### src/hdl/dfi_pkg.sv
package dfi_pkg;

    // Reach of the fixed-width item fields
    localparam int MAX_TREES    = 8;    // tree_id is 3 bits
    localparam int MAX_NODES    = 256;  // node_addr and child slots are 8 bits
    localparam int MAX_FEATURES = 32;   // feature indexes are 5 bits
    localparam int MAX_CLASSES  = 16;   // labels are 4 bits

    localparam int QUEUE_DEPTH = 4;
    localparam int QUEUE_AW    = 2;

    localparam logic [1:0] CMD_NODE     = 2'd0;
    localparam logic [1:0] CMD_FEAT     = 2'd1;
    localparam logic [1:0] CMD_CLASSIFY = 2'd2;

    typedef struct packed {
        logic               leaf;
        logic [4:0]         feature;
        logic signed [31:0] cutoff;
        logic [7:0]         left;
        logic [7:0]         right;
        logic [3:0]         label;
    } node_t;

    typedef struct packed {
        logic [1:0]         cmd;
        logic [2:0]         tree_id;
        logic [7:0]         node_addr;
        node_t              node;
        logic [4:0]         feature_index;
        logic signed [31:0] feature_value;
    } dfi_op_t;

endpackage

### src/hdl/dfi_queue.sv
module dfi_queue (
    input  logic              clk,
    input  logic              rst_n,
    input  logic              push,
    input  dfi_pkg::dfi_op_t  push_data,
    output logic              full,
    input  logic              pop,
    output dfi_pkg::dfi_op_t  head,
    output logic              empty
);

    import dfi_pkg::*;

    dfi_op_t               entry_reg [QUEUE_DEPTH];
    logic [QUEUE_AW-1:0]   wr_ptr_reg, wr_ptr_next;
    logic [QUEUE_AW-1:0]   rd_ptr_reg, rd_ptr_next;
    logic [QUEUE_AW:0]     count_reg, count_next;

    assign full  = (count_reg == (QUEUE_AW+1)'(QUEUE_DEPTH));
    assign empty = (count_reg == '0);
    assign head  = entry_reg[rd_ptr_reg];

    always_comb
    begin
        wr_ptr_next = wr_ptr_reg;
        rd_ptr_next = rd_ptr_reg;
        count_next  = count_reg;
        if (push)
        begin
            wr_ptr_next = wr_ptr_reg + 1'b1;
        end
        if (pop)
        begin
            rd_ptr_next = rd_ptr_reg + 1'b1;
        end
        if (push && !pop)
        begin
            count_next = count_reg + 1'b1;
        end
        else if (pop && !push)
        begin
            count_next = count_reg - 1'b1;
        end
    end

    always_ff @(posedge clk or negedge rst_n)
    begin
        if (!rst_n)
        begin
            wr_ptr_reg <= '0;
            rd_ptr_reg <= '0;
            count_reg  <= '0;
        end
        else
        begin
            wr_ptr_reg <= wr_ptr_next;
            rd_ptr_reg <= rd_ptr_next;
            count_reg  <= count_next;
        end
    end

    always_ff @(posedge clk)
    begin
        if (push)
        begin
            entry_reg[wr_ptr_reg] <= push_data;
        end
    end

    a_no_overflow: assert property (@(posedge clk) disable iff (!rst_n) !(push && full))
        else $error("queue push while full");
    a_no_underflow: assert property (@(posedge clk) disable iff (!rst_n) !(pop && empty))
        else $error("queue pop while empty");

endmodule

### config.mk
export PLATFORM = sky130hd
export DESIGN_NAME = dfi_queue
export DESIGN_NICKNAME = d
export VERILOG_FILES = /design/src/hdl/dfi_pkg.sv /design/src/hdl/dfi_queue.sv
export SDC_FILE = /design/constraint.sdc
export NUM_CORES = 1
export LEC_CHECK = 0
export ABC_CLOCK_PERIOD_IN_PS = 11200
export BUFFER_PORTS_ARGS = -buffer_cell sky130_fd_sc_hd__buf_2
export CAP_MARGIN = 20
export CORE_UTILIZATION = 40
export DETAILED_ROUTE_END_ITERATION = 6
export SLEW_MARGIN = 15
export SYNTH_ARGS = -nofsm -noshare
export SYNTH_HDL_FRONTEND = slang
export SYNTH_SLANG_ARGS = --single-unit
export TNS_END_PERCENT = 30
### constraint.sdc
create_clock -name clk -period 11.2 [get_ports clk]
set_input_delay 0.56 -clock clk [delete_from_list [all_inputs] [get_ports clk]]
set_output_delay 0.56 -clock clk [all_outputs]
set_load 0.02 [all_outputs]
==> impl_metrics.csv, run 1 <==
group,metric,value,unit
clock_tree,cts_num_sinks,439,
routing,top_layer,"met5",
place,dpl_cell_area,17600,sq um
routing,via_per_inst,5.02,
power,power.density,276,nW/um^2
sta,skew,0.0163,ns
routing,met1Wirelength,12400,um
place,dp_slack,7.88,ns
worst_setup_path,worstPathArrival,3.15,ns
place,placed_cells,1322,
worst_setup_path,crit_chain,"buf_4 > mux4_2 > buf_2",
worst_setup_path,path_class,"flop to output port",
routing,dr.pass1.iters,4,
run_status,outcome,"finished, final reports clean",
clock_tree,cts_resized,0,
clock_tree,cts_buffers,45,
logic_synthesis,yosysTopAreaCell,"edfxtp_1",
logic_synthesis,avgSynthCellArea,26.7,sq um
worst_setup_path,critical_path_buf_inv_count,2,
clock_tree,cts_tree,"built",
floorplanning,die_h,202,um
worst_setup_path,cpPeakStageDelay,1.01,ns
grt,first_global_vias,7625,
worst_setup_path,endpoint_kind,"output port",
floorplanning,row_count,72,
grt,grt-ovfl-total,0,
place,place_congestion,0.682,
logic_synthesis,ys_top_cells_by_area,"edfxtp_1 (81%), mux4_2 (15%), dfrtp_1 (1.1%)",
power,p_leak,0.00646,uW
sta,worst_pin_slew,1.10,ns
layout,drive_gt1_share,46.0,%
clock_tree,cts_buffer_depth,3,
logic_synthesis,synth_area,16000,sq um
worst_setup_path,crit_path_start_kind,"flop",
sta,maxSlewViolCount,0,
worst_setup_path,crit_fanout,44,
layout,fin_cells,1403,
worst_setup_path,crit_path_top_delay_cell,"dfrtp_4",
floorplanning,die_w,202,um
floorplanning,initial_core_util,41.0,%
layout,largest_register_ffs,432,
clock_tree,htree_num_levels,2,
routing,drt_wl_total,30300,um
layout,area_delta_synth_final,19.3,%
routing,via_count,7040,
floorplanning,pin_count,222,
min_path,hold_class,"input pin to flop",
grt,grt_pass1_wl,46500,um
routing,remaining_drc_errors,0,
logic_synthesis,yosys_warnings,0,
place,dp_hpwl,17700,um
logic_synthesis,syn_nets,716,
sta,post-route-period-util,33.2,%
logic_synthesis,ys_seq_elements,439,
layout,stdcell_area,19100,sq um
layout,layout.nets,970,
routing,met2_length,15500,um
routing,drt_iter0_markers,259,
routing,drtAntennaViolNets,0,
routing,dr_wl_met3,1750,um
routing,wl_per_cell,21.6,um
power,ir_worst_vdd,0.000190,V
floorplanning,core,39000,sq um
worst_setup_path,crit_required,10.64,ns
grt,track_usage,15.2,%
logic_synthesis,synthCells,598,
sta,min_period,3.71,ns
clock_tree,post_cts_buffers,0,
logic_synthesis,synth_top_area_share,81.1,%
job,drv_cap,0,
sta,max_slew_margin,26.3,%
logic_synthesis,ys_types,18,
sta,hold_viol,0,
place,portBuffers,221,
logic_synthesis,synth-seq-area-share,82.2,%
clock_tree,insertion_delay,0.57,ns
sta,max_freq,269,MHz
worst_setup_path,cp_top_family,"flip-flops",
clock_tree,clk_pin_slew,0.06,ns
sta,rsz0062_at_grt,"no",
sta,final.setup.worst_slack,7.49,ns
grt,grt_max_degree,71,
grt,antenna_found_initial,2,
sta,fin_setup_tns,0,ns
clock_tree,root_buffer,"clkbuf_16",
sta,setup_viol_count_final,0,
layout,fillers,3175,
floorplanning,dieArea,40800,sq um
per-stage QoR:
| stage | total power (uW) | hold WS, ns | utilization (%) |
|---|---|---|---|
| final | 5260 | 0.209 | 48.9 |
| after CTS | 5370 | 0.164 | 48.9 |
| after global routing | 5510 | 0.175 | 48.9 |
| after global placement | 3880 | 0.410 | 45.2 |
| after floorplan | 3420 | 0.264 | - |
| after detailed placement | 3900 | 0.410 | 45.2 |
area by class of cell:
cell class              count  area, sq um  share of cell area, %
flip-flops and latches    439        13200                   68.9
multi-input cells         131         2640                   13.9
clock buffers              59         1220                   6.40
repair buffers            231         1180                   6.20
well taps                 518          648                   3.40
clock inverters            19          209                   1.10
inverters                   4         15.0                 0.0787
diodes                      2         5.00                 0.0262
cell usage in the layout, fill, tap and decap left out:
cell type	instances
inv_1	4
clkinv_2	4
xor2_1	4
and2_4	4
inv_6	1
clkinv_1	5
clkbuf_16	47
clkbuf_1	12
inv_8	1
buf_2	221
bufinv_16	4
dfrtp_1	5
buf_4	9
dlygate4sd3_1	1
edfxtp_1	432
nor3_1	1
dfrtp_4	2
mux4_2	108
nor2_1	1
ha_1	5
nand2_1	2
diode_2	2
o21ai_0	1
clkinvlp_4	4
nor3b_1	1
fa_1	1
mux2_2	1
xnor2_1	2
synthesized netlist by cell type:
cell type / n
buf_2: 11
fa_1: 1
dfrtp_1: 7
nor3_1: 1
and2_1: 4
nand2_1: 2
nor3b_1: 1
inv_1: 4
mux4_2: 108
o21ai_0: 1
buf_6: 11
edfxtp_1: 432
ha_1: 5
xnor2_1: 2
xor2_1: 4
mux2_2: 1
buf_4: 2
nor2_1: 1
path summary, 6_finish.rpt:
path	from	endpoint	slack [ns]	cells past startpoint
max	rd_ptr_reg[0]	head[16]	7.49	3
min	push_data[50]	entry_reg[1][50]	0.21	1
max reg2reg	wr_ptr_reg[0]	entry_reg[2][73]	8.61	4
min reg2reg	count_reg[2]	count_reg[2]	0.49	1
max in group asynchronous	rst_n	rd_ptr_reg[0]	10.64	2
min in group asynchronous	rst_n	wr_ptr_reg[1]	0.37	2
layer usage:
layer	vias up	GRT usage, %
li1	3096	-
met4	4	5.52
met5	-	0
met1	3709	19.1
met3	49	4.10
met2	182	25.4
report_power, final:
group	internal, uW	leakage [uW]	total, uW	switching, uW
logic	622	0.00173	1510	891
registers	2150	0.00405	2290	142
clock network	859	0.000685	1460	600
total	3630	0.00646	5260	1630
kinds of logic after synthesis:
family                     count (synthesis)  share of synthesized area [%]
buffers and inverters                     28                           1.31
DFF                                      439                           82.2
and+or+nand+nor                            9                          0.305
xor gates and xnor gates                   6                          0.329
muxes                                    109                           15.3
adders and majority gates                  6                          0.516
AOI/OAI and AO/OA                          1                         0.0313
timing repair:
action                                 4_1_cts  5_1_grt
endpoints found under the hold margin        7        0
hold buffers                                 1        0
setup endpoints to repair                    0        0
Note: power is estimated with default switching activity, not from simulation.
==> inputs of run 2 (changes only) <==
--- a/config.mk
+++ b/config.mk
@@ -5,7 +5,7 @@
 export SDC_FILE = /design/constraint.sdc
 export NUM_CORES = 1
 export LEC_CHECK = 0
-export ABC_CLOCK_PERIOD_IN_PS = 11200
+export ABC_CLOCK_PERIOD_IN_PS = 3420
 export BUFFER_PORTS_ARGS = -buffer_cell sky130_fd_sc_hd__buf_2
 export CAP_MARGIN = 20
 export CORE_UTILIZATION = 40
==> constraint.sdc (replaced) <==
create_clock -name clk -period 3.42 [get_ports clk]
set_input_delay 0.171 -clock clk [delete_from_list [all_inputs] [get_ports clk]]
set_output_delay 0.171 -clock clk [all_outputs]
set_load 0.02 [all_outputs]
==> impl_metrics.csv, run 2 (synthesized netlist as in run 1, its figures left out) <==
group,metric,value,unit
place,portBuffers,221,
clock_tree,post_cts_buffers,0,
layout,layout.nets,1090,
power,power,17300,uW
floorplanning,pin_count,222,
clock_tree,cts_buffers,45,
layout,layout_common_cells,"edfxtp_1 (432), buf_2 (221), dlygate4sd3_1 (112), mux4_2 (108), clkbuf_16 (47)",
floorplanning,initial_core_util,41.0,%
clock_tree,cts_tree,"built",
routing,via_count,7531,
sta,max_slew_margin,58.9,%
floorplanning,core,39000,sq um
sta,hold_viol,0,
routing,drt_iter0_markers,275,
floorplanning,dieArea,40800,sq um
job,drv_cap,0,
worst_setup_path,crit_path_start_kind,"flop",
power,power.density,852,nW/um^2
grt,grt_max_degree,53,
grt,grt-ovfl-total,0,
sta,worst_pin_slew,0.616,ns
min_path,hold_class,"input pin to flop",
clock_tree,cts_resized,0,
worst_setup_path,crit_chain,"buf_12 > mux4_2 > buf_2",
routing,drtAntennaViolNets,0,
clock_tree,insertion_delay,0.57,ns
worst_setup_path,crit_fanout,38,
floorplanning,die_w,202,um
sta,setup_viol_count_final,0,
worst_setup_path,crit_required,3.25,ns
floorplanning,row_count,72,
layout,layout_commonest_cell,"edfxtp_1",
clock_tree,root_buffer,"clkbuf_16",
grt,first_global_vias,8333,
sta,min_period,2.70,ns
sta,maxSlewViolCount,0,
routing,dr.pass1.iters,4,
routing,wl_per_cell,20.3,um
floorplanning,die_h,202,um
worst_setup_path,crit_path_top_delay_cell,"dfrtp_4",
grt,grt_pass1_wl,47600,um
layout,fin_cells,1519,
clock_tree,ctsHoldBuffers,112,
place,placed_cells,1331,
clock_tree,htree_num_levels,2,
sta,max_freq,370,MHz
sta,skew,0.0253,ns
layout,area_delta_synth_final,26.7,%
grt,antenna_found_initial,1,
worst_setup_path,cpPeakStageDelay,0.79,ns
worst_setup_path,worstPathArrival,2.53,ns
place,dp_hpwl,18300,um
place,dpl_cell_area,17800,sq um
worst_setup_path,path_class,"flop to output port",
layout,stdcell_area,20300,sq um
power,ir_worst_vdd,0.000546,V
worst_setup_path,endpoint_kind,"output port",
routing,drt_wl_total,30800,um
routing,via_per_inst,4.96,
clock_tree,clk_pin_slew,0.06,ns
layout,largest_register_ffs,432,
sta,rsz0062_at_grt,"no",
routing,remaining_drc_errors,0,
sta,fin_hold_ws,0.350,ns
layout,utilization,52.0,%
clock_tree,cts_num_sinks,439,
place,place_congestion,0.692,
power,p_leak,0.00697,uW
layout,drive_gt1_share,40.9,%
sta,post-route-period-util,79.0,%
run_status,outcome,"finished, final reports clean",
grt,track_usage,15.6,%
clock_tree,cts_buffer_depth,3,
## run 2: worst max-delay path: cells and delay by family, from the launching register on
kind | cells | cell delay (ns)
buffers and inverters | 2 | 0.57
flip-flops | 1 | 0.79
multiplexers | 1 | 0.59
## run 2: area by class of cell
type,instances,area [sq um]
repair buffers,351,2450
multi-input cells,131,2640
fillers,3045,18700
clock inverters,19,141
diodes,1,2.50
flip-flops and latches,439,13200
well taps,518,648
clock buffers,56,1210
inverters,4,15.0
## run 2: layer usage
layer / routed length, um / GRT usage (%)
met1: 12300 / 18.6
met2: 16000 / 27.3
met3: 1770 / 4.26
met4: 689 / 5.28
met5: 0 / 0
## run 2: worst paths after layout
check	start	to	slack, ns	cells after the start
setup reg to reg	wr_ptr_reg[0]	entry_reg[0][49]	1.38	4
hold / removal	push_data[99]	entry_reg[3][99]	0.35	2
max in group asynchronous	rst_n	rd_ptr_reg[0]	2.44	3
hold reg to reg	count_reg[2]	count_reg[2]	0.49	1
min in group asynchronous	rst_n	wr_ptr_reg[1]	0.64	3
setup / recovery	rd_ptr_reg[0]	head[36]	0.72	3
## run 2: report_power, final
| group | switching (uW) | internal [uW] | leakage (uW) |
|---|---|---|---|
| registers | 368 | 7030 | 0.00405 |
| clock network | 1880 | 2640 | 0.000656 |
| logic | 3100 | 2230 | 0.00226 |
| total | 5350 | 11900 | 0.00697 |
## run 2: metrics by stage
step / setup TNS [ns] / worst slack (ns)
2_1_floorplan: -24.72 / -0.148
3_3_place_gp: 0 / 1.20
3_5_place_dp: 0 / 1.22
4_1_cts: 0 / 0.600
5_1_grt: 0 / 0.543
6_report: 0 / 0.719
